## src/design/dcpid_pkg.sv

```systemverilog
package dcpid_pkg;

  // Fixed field widths of the sample, gain and drive words.
  localparam int SAMPLE_BITS = 16;
  localparam int GAIN_W      = 16;
  localparam int DRIVE_W     = 16;
  localparam int SUM_W       = 32;
  localparam int CFG_W       = 16;
  localparam int CFG_IDX_W   = 3;

  // Configuration register indexes.
  localparam logic [CFG_IDX_W-1:0] REG_KP_A        = 3'd0;
  localparam logic [CFG_IDX_W-1:0] REG_KI_H_A      = 3'd1;
  localparam logic [CFG_IDX_W-1:0] REG_KD_OVER_H_A = 3'd2;
  localparam logic [CFG_IDX_W-1:0] REG_KP_B        = 3'd3;
  localparam logic [CFG_IDX_W-1:0] REG_KI_H_B      = 3'd4;
  localparam logic [CFG_IDX_W-1:0] REG_KD_OVER_H_B = 3'd5;
  localparam logic [CFG_IDX_W-1:0] REG_OUT_MIN     = 3'd6;
  localparam logic [CFG_IDX_W-1:0] REG_OUT_MAX     = 3'd7;

  // Reset values of the clamp bounds.
  localparam logic signed [CFG_W-1:0] OUT_MIN_RESET = 16'sh8000;
  localparam logic signed [CFG_W-1:0] OUT_MAX_RESET = 16'sh7fff;

  // One input beat: setpoint and measurement for each channel.
  typedef struct packed {
    logic signed [SAMPLE_BITS-1:0] ref_a;
    logic signed [SAMPLE_BITS-1:0] meas_a;
    logic signed [SAMPLE_BITS-1:0] ref_b;
    logic signed [SAMPLE_BITS-1:0] meas_b;
  } in_item_t;

  // One output beat: the drive of each channel.
  typedef struct packed {
    logic signed [DRIVE_W-1:0] drive_a;
    logic signed [DRIVE_W-1:0] drive_b;
  } out_item_t;

  // Stage load enables shared by both lanes.
  typedef struct packed {
    logic accept;
    logic s2;
    logic s3;
    logic s4;
  } stage_en_t;

endpackage

```

## src/design/dcpid_merge.sv

```systemverilog
module dcpid_merge
  import dcpid_pkg::*;
(
  input  logic                      clk,
  input  logic                      rst,
  input  logic                      in_valid,
  output logic                      in_stall,
  input  logic signed [DRIVE_W-1:0] drive_a,
  input  logic signed [DRIVE_W-1:0] drive_b,
  output stage_en_t                 en,
  output logic                      out_valid,
  input  logic                      out_stall,
  output out_item_t                 out_data
);

  // Occupancy of the lane stages; the last one is the output register.
  logic v1;
  logic v2;
  logic v3;
  logic v4;
  logic ready1;
  logic ready2;
  logic ready3;
  logic ready4;

  // A stage loads when it is empty or its beat moves on.
  always_comb begin
    ready4    = !v4 || !out_stall;
    ready3    = !v3 || ready4;
    ready2    = !v2 || ready3;
    ready1    = !v1 || ready2;
    in_stall  = !ready1;
    en.accept = in_valid && ready1;
    en.s2     = ready2;
    en.s3     = ready3;
    en.s4     = ready4;
  end

  always_ff @(posedge clk) begin
    if (rst) begin
      v1 <= 1'b0;
      v2 <= 1'b0;
      v3 <= 1'b0;
      v4 <= 1'b0;
    end else begin
      if (ready1) v1 <= in_valid;
      if (ready2) v2 <= v1;
      if (ready3) v3 <= v2;
      if (ready4) v4 <= v3;
    end
  end

  // Both lanes finish together; their drives form one output beat.
  assign out_valid        = v4;
  assign out_data.drive_a = drive_a;
  assign out_data.drive_b = drive_b;

  // An accepted beat always occupies the first stage next cycle.
  a_accept_fills: assert property (@(posedge clk) disable iff (rst)
    en.accept |=> v1)
    else $error("accepted beat lost at the first stage");

  // The block never stalls input while the first stage is free.
  a_no_false_stall: assert property (@(posedge clk) disable iff (rst)
    !v1 |-> !in_stall)
    else $error("input stalled with an empty first stage");

  // A taken output with nothing behind it leaves the output empty.
  a_drain: assert property (@(posedge clk) disable iff (rst)
    v4 && !out_stall && !v3 |=> !v4)
    else $error("output beat repeated");

  // A stalled output beat is never overwritten.
  a_hold: assert property (@(posedge clk) disable iff (rst)
    v4 && out_stall |=> v4 && $stable(drive_a) && $stable(drive_b))
    else $error("stalled output beat overwritten");

endmodule
```

## config.mk

```make
export PLATFORM = sky130hd
export DESIGN_NAME = dcpid_merge
export DESIGN_NICKNAME = d
export VERILOG_FILES = /design/src/design/dcpid_pkg.sv /design/src/design/dcpid_merge.sv
export SDC_FILE = /design/constraint.sdc
export NUM_CORES = 1
export LEC_CHECK = 0
export BUFFER_PORTS_ARGS = -buffer_cell sky130_fd_sc_hd__buf_2
export CAP_MARGIN = 0
export CELL_PAD_IN_SITES_DETAIL_PLACEMENT = 1
export CELL_PAD_IN_SITES_GLOBAL_PLACEMENT = 2
export CORE_MARGIN = 2
export CORE_UTILIZATION = 10
export CTS_CLUSTER_SIZE = 8
export DETAILED_ROUTE_END_ITERATION = 10
export PLACE_DENSITY_LB_ADDON = 0.1
export SYNTH_ARGS = -nofsm -noshare
export SYNTH_HDL_FRONTEND = slang
export SYNTH_SLANG_ARGS = --single-unit
```

## constraint.sdc

```tcl
create_clock -name clk -period 0.9 [get_ports clk]
set_input_delay 0 -clock clk [delete_from_list [all_inputs] [get_ports clk]]
set_output_delay 0 -clock clk [all_outputs]
set_load 0.1 [all_outputs]
```

==> summary.md <==
| Metric | Value |
|---|---|
| H-Tree Depth | `1` |
| 1st-iter DRT viols | `4` |
| DRC viols | `0` |
| TritonCTS clock tree | `yes` |
| Antenna viol nets, final | `0` |
| Worst slack at placement | `-0.0711 ns` |
| Worst Slack Setup Final | `-0.195 ns` |
| Register bit total from synthesis | `4` |
| Hold Buf Count CTS | `0` |
| Psw | `0.150 mW` |
| Layout Skew | `a little under 0.00007 ns` |
| Synth Cell Area | `roughly 430 um2` |
| Number of I/O pins | `74` |
| Die height | `69.5 um` |
| Vias in the first global route | `234` |
| Syn_nets | `88` |
| Logic pwr share | `12.7%` |
| Max-cap violations | `0` |
| CP max stage cell | `dfxtp_4` |
| Critical Path RT | `0.90 ns` |
| Register area share after synthesis | `18.7%` |
| PortBufs | `9` |
| Clk network pwr share | `59.3%` |
| Initial antenna violation count | `0` |
| PwrDens | `1420 mW/mm2` |
| FF-to-FF path depth | `4` |
| Total routed wirelength | `679 um` |
| Type of origin of the critical path | `flop` |
| Worst-path cell chain | `nand4_4 -> o21a_4 -> buf_12` |
| DRT Pass-1 Iters | `2` |
| Min Hold Slack | `~0.000036 ns` |
| Status | `finished with violations` |
| Root Buffer | `clkbuf_8` |
| CP peak stage delay | `0.35 ns` |
| Switch share | `22.5%` |
| First-pass GRT wire length | `1.10 mm` |
| Setup violators final | `7` |
| Crit share post-route | `122%` |
| Cell count after synthesis | `52` |
| Hold WC Path Type | `input pin to output port` |
| Type of the worst setup path | `flop to output port` |
| Starting density of the core | `10.6%` |
| Cell internal pwr | `roughly 0.51 mW` |
| Hpwl dp | `545 um` |
| Cell count of the worst hold path | `0` |
| All-Layer GR Usage | `3.10%` |
| Via count | `210` |
| Tmin final | `1.09 ns` |
| Clock Pin Slew Worst Setup and Hold Paths | `approximately 0.030 ns` |
| Max Slew Vio Count | `0` |
| Relative slew slack | `86.3%` |
| Leakage power | `0.176 nW` |
| CTS Sinks | `4` |
| Fin nets | `just over 70` |
| Unrepaired setup endpoints after global routing | `true` |
| Via density | `2.50` |
| Total congestion overflow | `0` |
| Wire per inst | `around 8.1 um` |
| Die area | `0.00483 mm2` |
| Placeable Area | `0.00406 mm2` |
| Avg Inst Size Synth | `8.25 um2` |
| Worst-Skew Late Latency | `0.21 ns` |
| Synth cell types | `11` |
| TritonCTS Buffers | `3` |
| Final GP Congestion | `around 0.58` |
| Failing checks | `setup timing` |
| Pin slew with the least headroom to its limit | `0.205 ns` |
| Fmax | `just over 900 MHz` |
| Hold Vio Cnt, Final | `0` |
| Area growth from synthesis to layout | `8.75%` |
| Floorplan row count | `23` |
| CP Max Fanout | `4` |
| Worst IR Drop VDD | `0.000278 V` |
| Crit end category | `output port` |
| CTS Buffer Depth | `2` |
| Largest net degree at the start of global routing | `6` |
| # diodes | `0` |
| Share of layout cells above drive strength 1 | `67.6%` |
| Flop pwr share | `28.1%` |
| Crit path DAT | `about 1.1 ns` |
| Die Width | `69.5 um` |
| Synthesis Warnings | `0` |
==> synth_stat cells <==
master	instances	area share (%)
nand4_4	1	5.0
nand2_1	1	0.87
inv_1	2	1.7
o21a_1	1	1.7
nand2b_1	1	1.5
buf_4	35	61
o31ai_2	1	2.9
nand3_1	1	1.2
a21oi_1	3	3.5
nor2_1	2	1.7
dfxtp_1	4	19
==> placed cells by master (no fill, tap or decap) <==
cell type,Yosys,routed
buf_12,0,6
a21oi_1,3,3
clkbuf_8,0,3
buf_2,0,3
buf_4,35,3
inv_1,2,2
dfxtp_4,0,2
nand2_1,1,1
nand3_1,1,1
nand4_4,1,1
nor2_4,0,1
o21a_4,0,1
nand2b_1,1,1
o31ai_2,1,1
nor2_1,2,1
clkbuf_1,0,1
buf_6,0,1
dfxtp_1,4,1
dfxtp_2,0,1
==> power groups by stage <==
stage	clock [mW]	sequential [mW]	combinational [mW]
3_3_place_gp	0	0.190	0.0812
4_1_cts	0.413	0.189	0.0854
3_5_place_dp	0	0.191	0.0824
6_report	0.393	0.186	0.0841
2_1_floorplan	0	0.199	0.709
5_1_grt	0.427	0.187	0.0893
==> worst max-delay path, delay by kind of cell, from the launching register on <==
kind                   cells  cell delay, ns
buffers and inverters      1            0.16
DFF                        1            0.35
AOI/OAI and AO/OA          1            0.23
and+or+nand+nor            1            0.13
==> layout make-up <==
class,instances,area [um2]
clock buffer,4,45.0
multi-input combinational,11,93.8
sequential,4,88.8
inverter,2,7.51
timing repair buffer,13,169
tap,50,62.6
fill,466,3590
==> flip-flops by register name, indices dropped and copies added, names as in the netlist <==
| name | flops |
|---|---|
| v1 | 1 |
| v2 | 1 |
| out_valid | 1 |
| v3 | 1 |
==> metal layers <==
metal,wire (um),global-route usage [%],vias to the layer above
li1,-,-,92
met1,273,3.05,104
met2,279,3.21,14
met3,126,3.34,0
met4,0,3.27,0
met5,0,0,-
==> cells by family (layout without fill, tap and decap cells) <==
group	Yosys count	count (layout)	synth area share [%]
AND/OR/NAND/NOR	6	6	10.2
AO/OA/AOI/OAI	5	5	8.16
flip-flops	4	4	18.7
buffers and inverters	37	19	63.0
==> through the flow <==
step | TNS, ns | cell area [um2] | power, mW | util (%) | instances
global placement | -0.0349 | 392 | 0.271 | 9.65 | 78
finish | -0.733 | 467 | 0.664 | 11.5 | 84
global route | -1.08 | 467 | 0.704 | 11.5 | 84
detailed placement | -0.0711 | 392 | 0.273 | 9.65 | 78
CTS | -0.737 | 452 | 0.687 | 11.1 | 83
floorplan | -0.777 | 445 | 0.907 | - | 52
==> timing repair <==
| action | 4_1_cts | 5_1_grt |
|---|---|---|
| endpoints found under the setup margin | 5 | 7 |
| gates resized for setup | 2 | 3 |
| buffers inserted | 1 | 1 |
| pin swaps | 2 | 1 |
==> path summary, 6_finish.rpt <==
| path | start | to | slack [ns] |
|---|---|---|---|
| min | drive_a[4] | out_data[20] | 0.00004 |
| min reg2reg | v2 | v3 | 0.46 |
| max reg2reg | v3 | v1 | -0.10 |
| max | v3 | en[3] | -0.19 |
No activity file was read; power rests on OpenSTA's default activity.
