[src/design/dcpid_pkg.sv]
package dcpid_pkg;

  // Fixed field widths of the sample, gain and drive words.
  localparam int SAMPLE_BITS = 16;
  localparam int GAIN_W      = 16;
  localparam int DRIVE_W     = 16;
  localparam int SUM_W       = 32;
  localparam int CFG_W       = 16;
  localparam int CFG_IDX_W   = 3;

  // Configuration register indexes.
  localparam logic [CFG_IDX_W-1:0] REG_KP_A        = 3'd0;
  localparam logic [CFG_IDX_W-1:0] REG_KI_H_A      = 3'd1;
  localparam logic [CFG_IDX_W-1:0] REG_KD_OVER_H_A = 3'd2;
  localparam logic [CFG_IDX_W-1:0] REG_KP_B        = 3'd3;
  localparam logic [CFG_IDX_W-1:0] REG_KI_H_B      = 3'd4;
  localparam logic [CFG_IDX_W-1:0] REG_KD_OVER_H_B = 3'd5;
  localparam logic [CFG_IDX_W-1:0] REG_OUT_MIN     = 3'd6;
  localparam logic [CFG_IDX_W-1:0] REG_OUT_MAX     = 3'd7;

  // Reset values of the clamp bounds.
  localparam logic signed [CFG_W-1:0] OUT_MIN_RESET = 16'sh8000;
  localparam logic signed [CFG_W-1:0] OUT_MAX_RESET = 16'sh7fff;

  // One input beat: setpoint and measurement for each channel.
  typedef struct packed {
    logic signed [SAMPLE_BITS-1:0] ref_a;
    logic signed [SAMPLE_BITS-1:0] meas_a;
    logic signed [SAMPLE_BITS-1:0] ref_b;
    logic signed [SAMPLE_BITS-1:0] meas_b;
  } in_item_t;

  // One output beat: the drive of each channel.
  typedef struct packed {
    logic signed [DRIVE_W-1:0] drive_a;
    logic signed [DRIVE_W-1:0] drive_b;
  } out_item_t;

  // Stage load enables shared by both lanes.
  typedef struct packed {
    logic accept;
    logic s2;
    logic s3;
    logic s4;
  } stage_en_t;

endpackage

[src/design/dcpid_lane.sv]
module dcpid_lane
  import dcpid_pkg::*;
#(
  parameter int GAIN_FRAC_BITS = 8
) (
  input  logic                      clk,
  input  logic                      rst,
  input  stage_en_t                 en,
  input  logic signed [SAMPLE_BITS-1:0] ref_s,
  input  logic signed [SAMPLE_BITS-1:0] meas_s,
  input  logic signed [GAIN_W-1:0]  kp,
  input  logic signed [GAIN_W-1:0]  ki_h,
  input  logic signed [GAIN_W-1:0]  kd_over_h,
  input  logic signed [CFG_W-1:0]   out_min,
  input  logic signed [CFG_W-1:0]   out_max,
  output logic signed [DRIVE_W-1:0] drive
);

  localparam int ERR_W  = SAMPLE_BITS + 1;
  localparam int DIFF_W = SAMPLE_BITS + 2;
  localparam int PP_W   = GAIN_W + ERR_W;
  localparam int PI_W   = GAIN_W + SUM_W;
  localparam int PD_W   = GAIN_W + DIFF_W;
  localparam int V_W    = PI_W + 2;
  localparam int CL_W   = CFG_W + GAIN_FRAC_BITS;

  // Integrator and previous error; after an accept they hold this beat's sum and error.
  logic signed [SUM_W-1:0]  err_sum;
  logic signed [ERR_W-1:0]  prev_err;
  logic signed [DIFF_W-1:0] diff;

  logic signed [ERR_W-1:0]  err;
  logic signed [SUM_W:0]    sum_wide;
  logic signed [SUM_W-1:0]  err_sum_next;
  logic signed [DIFF_W-1:0] diff_next;

  // Error, saturating integrator and difference.
  always_comb begin
    err      = ERR_W'(ref_s) - ERR_W'(meas_s);
    sum_wide = (SUM_W+1)'(err_sum) + (SUM_W+1)'(err);
    if (sum_wide[SUM_W] != sum_wide[SUM_W-1]) begin
      err_sum_next = sum_wide[SUM_W] ? {1'b1, {(SUM_W-1){1'b0}}} : {1'b0, {(SUM_W-1){1'b1}}};
    end else begin
      err_sum_next = sum_wide[SUM_W-1:0];
    end
    diff_next = DIFF_W'(err) - DIFF_W'(prev_err);
  end

  always_ff @(posedge clk) begin
    if (rst) begin
      err_sum  <= '0;
      prev_err <= '0;
    end else if (en.accept) begin
      err_sum  <= err_sum_next;
      prev_err <= err;
    end
    if (en.accept) begin
      diff <= diff_next;
    end
  end

  // Three gain products, one multiplier each.
  logic signed [PP_W-1:0] prod_p;
  logic signed [PI_W-1:0] prod_i;
  logic signed [PD_W-1:0] prod_d;

  always_ff @(posedge clk) begin
    if (en.s2) begin
      prod_p <= kp * prev_err;
      prod_i <= ki_h * err_sum;
      prod_d <= kd_over_h * diff;
    end
  end

  // Sum of products and clamp; the lower bound goes first.
  logic signed [V_W-1:0]  v_sum;
  logic signed [V_W-1:0]  lo;
  logic signed [V_W-1:0]  hi;
  logic signed [V_W-1:0]  v_lo;
  logic signed [V_W-1:0]  v_cl;
  logic signed [CL_W-1:0] clamped;

  always_comb begin
    v_sum = V_W'(prod_p) + V_W'(prod_i) + V_W'(prod_d);
    lo    = V_W'(out_min) <<< GAIN_FRAC_BITS;
    hi    = V_W'(out_max) <<< GAIN_FRAC_BITS;
    v_lo  = (v_sum < lo) ? lo : v_sum;
    v_cl  = (v_lo > hi) ? hi : v_lo;
  end

  always_ff @(posedge clk) begin
    if (en.s3) begin
      clamped <= v_cl[CL_W-1:0];
    end
  end

  // Round half away from zero into the integer drive.
  generate
    if (GAIN_FRAC_BITS == 0) begin : g_no_round
      always_ff @(posedge clk) begin
        if (en.s4) begin
          drive <= clamped[DRIVE_W-1:0];
        end
      end
    end else begin : g_round
      localparam int RW = CL_W + 1;
      logic signed [RW-1:0] bias;
      logic signed [RW-1:0] rounded;

      always_comb begin
        bias    = clamped[CL_W-1] ? RW'((1 << (GAIN_FRAC_BITS - 1)) - 1)
                                  : RW'(1 << (GAIN_FRAC_BITS - 1));
        rounded = RW'(clamped) + bias;
      end

      always_ff @(posedge clk) begin
        if (en.s4) begin
          drive <= rounded[GAIN_FRAC_BITS +: DRIVE_W];
        end
      end
    end
  endgenerate

  // The channel state moves only on an accepted beat.
  a_sum_holds: assert property (@(posedge clk) disable iff (rst)
    !en.accept |=> $stable(err_sum) && $stable(prev_err))
    else $error("integrator state changed without an accepted beat");

  // A non-negative sum plus a non-negative error never wraps negative.
  a_sat_pos: assert property (@(posedge clk) disable iff (rst)
    en.accept && !err_sum[SUM_W-1] && !err[ERR_W-1] |=> !err_sum[SUM_W-1])
    else $error("integrator wrapped on positive overflow");

  // A negative sum plus a negative error never wraps positive.
  a_sat_neg: assert property (@(posedge clk) disable iff (rst)
    en.accept && err_sum[SUM_W-1] && err[ERR_W-1] |=> err_sum[SUM_W-1])
    else $error("integrator wrapped on negative overflow");

endmodule

[config.mk]
export PLATFORM = sky130hd
export DESIGN_NAME = dcpid_lane
export DESIGN_NICKNAME = d
export VERILOG_FILES = /design/src/design/dcpid_pkg.sv /design/src/design/dcpid_lane.sv
export SDC_FILE = /design/constraint.sdc
export NUM_CORES = 2
export LEC_CHECK = 0
export ABC_AREA = 1
export BUFFER_PORTS_ARGS = -buffer_cell sky130_fd_sc_hd__clkbuf_2
export CORE_MARGIN = 8
export CORE_UTILIZATION = 45
export CTS_CLUSTER_DIAMETER = 150
export DETAILED_ROUTE_END_ITERATION = 10
export GPL_TIMING_DRIVEN = 0
export SYNTH_ARGS = -nofsm -noshare
export SYNTH_HDL_FRONTEND = slang
export SYNTH_SLANG_ARGS = --single-unit
[constraint.sdc]
create_clock -name clk -period 14.15 [get_ports clk]
set_clock_uncertainty 0.15 [all_clocks]
set_input_delay 2.83 -clock clk [delete_from_list [all_inputs] [get_ports clk]]
set_output_delay 2.83 -clock clk [all_outputs]
set_load 0.02 [all_outputs]
==> results.yml <==
setup_path:
  path_delay_family: "adder cells"
  crit_slowest_cell: "clkbuf_1"
  crit_fanout: 10
  crit_required_ps: 14340
  crit_path_frequent_cell: "nand2_1"
  crit_arrival_ps: 9870
  slowest_delay_ps: 580
  cp-end-kind: "register"
  path_buf_inv: 7
  worst-setup-path-type: "in -> reg"
  critPathLaunchType: "input port"
detailed_routing:
  vias: 44110
  ant_nets: 0
  drtIter0Drc: 2955
  viasPerCell: 5.09
  dr.pass1.iters: 6
  routedWlPerCell_um: 19.2
  wl_um: 167000
  drc: 0
finish:
  stdcell_count: 8673
  layout-area-overhead-vs-synth_pct: 6.45
  fillCellCount: 12460
  nets: 8709
  n_antenna_cell: 0
  drive_above_1_share_pct: 3.62
timing:
  setup_viol: 0
  hold_viol: 0
  rsz0062_at_grt: "false"
  fin_crit_sh_pct: 68.4
  hold_ws_ps: 475
  tightest_slew_ps: 1060
  post-route-min-period_ps: 9680
  setup-tns-final_ps: 0
  setup_ws_ps: 4470
  fmax_ghz: 0.103
  max_slew_margin_pct: 29.2
  finalMaxSlewViolations: 0
global_route:
  antenna_found_initial: 1
  grt_pass1_wl_um: 263000
  grt_max_degree: 107
  grt_pass1_vias: 46928
  grt_usage_pct: 24.6
  overflow: 0
floorplan:
  die_height_um: 370
  die_area_sq_um: 137000
  start_util_pct: 45.1
  die_x_um: 370
  fp-row-count: 130
  coreArea_sq_um: 125000
  pin_count: 134
clocking:
  ctsRootBufferMaster: "clkbuf_16"
  path_clk_slew_ps: 70
  post-cts-setup-buffers: 0
  tritoncts: "built"
  cts_sinks: 222
  ctsHoldBuffers: 0
  clk-insertion-delay-late_ps: 600
  cts_resized: 0
  cts_buffers: 29
  clockBufferDepth: 3
  htree_levels: 1
synthesis:
  synth_most_common_cell: "inv_1"
  yosysSeqAreaShare_pct: 11.0
  synthCells: 6866
  syn-cell-area_sq_um: 56400
  syn_nets: 8575
  syn_area_per_cell_sq_um: 8.21
  synth-edff-count: 173
  synth_flop_cell: "edfxtp_1"
  yosys.area.top_type: "fa_1"
  synth_top_area_share_pct: 39.2
  ys_top_cells_by_area: "fa_1 39%, inv_1 12%, ha_1 11%"
  synth_seq_cells: 222
  ys_top_cells_by_count: "1,825 x inv_1, 1,557 x nand2_1, 1,104 x fa_1"
  yosys_warnings: 0
  ys_types: 59
  synth-async-reset-ratio_pct: 0
placement:
  dp_worst_setup_slack_ps: 3880
  dpl.cell_count: 8619
  place_hpwl_um: 145000
  gp_congestion: 0.958
  io_buffers: 102
outcome:
  status: "finished clean"
hold_path:
  hold_path.class: "reg -> reg"
run:
  maxCapViolations: 0
worst paths after layout:
kind	cells after the start	startpoint	slack [ps]	endpoint
setup / recovery	28	kd_over_h[1]	4470	prod_d[33]
hold / removal	1	clamped[22]	480	drive[14]
setup reg to reg	40	prod_p[1]	5940	clamped[17]
hold reg to reg	1	clamped[22]	480	drive[14]
cells by family (layout without fill, tap and decap cells):
group                    count (synthesis)  count (layout)  synth area share, %
AO/OA/AOI/OAI                          711             711                 7.12
XOR/XNOR                               240             240                 3.74
adder cells (fa/ha/maj)               1591            1591                 50.0
buffers and inverters                 2086            2243                 14.0
flip-flops                             222             222                 11.0
AND/OR/NAND/NOR                       2016            2016                 14.2
layout by cell type, fill, tap and decap left out, types with 5 or more instances in the layout:
cell        instances
inv_6               8
edfxtp_1          173
o21a_1             12
nand3_1           107
a211oi_1            6
a21o_1             20
o2111ai_1           5
o211ai_1           12
ha_1              487
clkbuf_16          29
nand2_2             6
o31ai_1             6
a21boi_1            5
clkinvlp_4          6
clkbuf_2          102
xnor2_1            82
dfxtp_1            49
nor3_1             32
o21ai_1            21
a21oi_2             7
a21boi_0           13
nor2_1            220
nor4_1             13
o21bai_1           15
o221ai_1            8
inv_1            1825
nand2_1          1557
fa_1             1104
or2_2              49
nand4_1            21
o21ai_0           181
clkbuf_1          242
a31oi_1            31
buf_2              12
xor2_1            157
a21oi_1           344
sequential cells by signal (all words and copies together), names as in the netlist:
| register | count |
|---|---|
| prod_d | 34 |
| prev_err | 17 |
| clamped | 24 |
| drive | 16 |
| diff | 18 |
| prod_i | 48 |
| err_sum | 32 |
| prod_p | 33 |
routing by layer:
metal | vias up | wire, um | GRT usage [%]
li1 | 20630 | - | -
met1 | 21821 | 68700 | 31.2
met2 | 1335 | 80400 | 42.7
met3 | 322 | 11100 | 4.10
met4 | 2 | 6420 | 7.92
met5 | - | 13 | 0
per-stage QoR:
stage | cell area, sq um | utilization [%]
after global routing | 60000 | 48.0
final | 60000 | 48.0
after floorplan | 56400 | -
after CTS | 60000 | 48.0
after detailed placement | 59000 | 47.2
after global placement | 58900 | 47.2
layout make-up:
| cell class | count | area [sq um] | share of cell area (%) |
|---|---|---|---|
| inverter | 1829 | 6870 | 11.4 |
| tap | 1650 | 2060 | 3.44 |
| clock inverter | 24 | 293 | 0.488 |
| buffer | 257 | 1000 | 1.67 |
| sequential | 222 | 6180 | 10.3 |
| multi-input combinational | 4558 | 42300 | 70.5 |
| clock buffer | 30 | 729 | 1.22 |
| timing repair buffer | 103 | 547 | 0.911 |
Power is not shown: default switching activity piles up to over one toggle a cycle in this logic, so the estimate is an artifact.
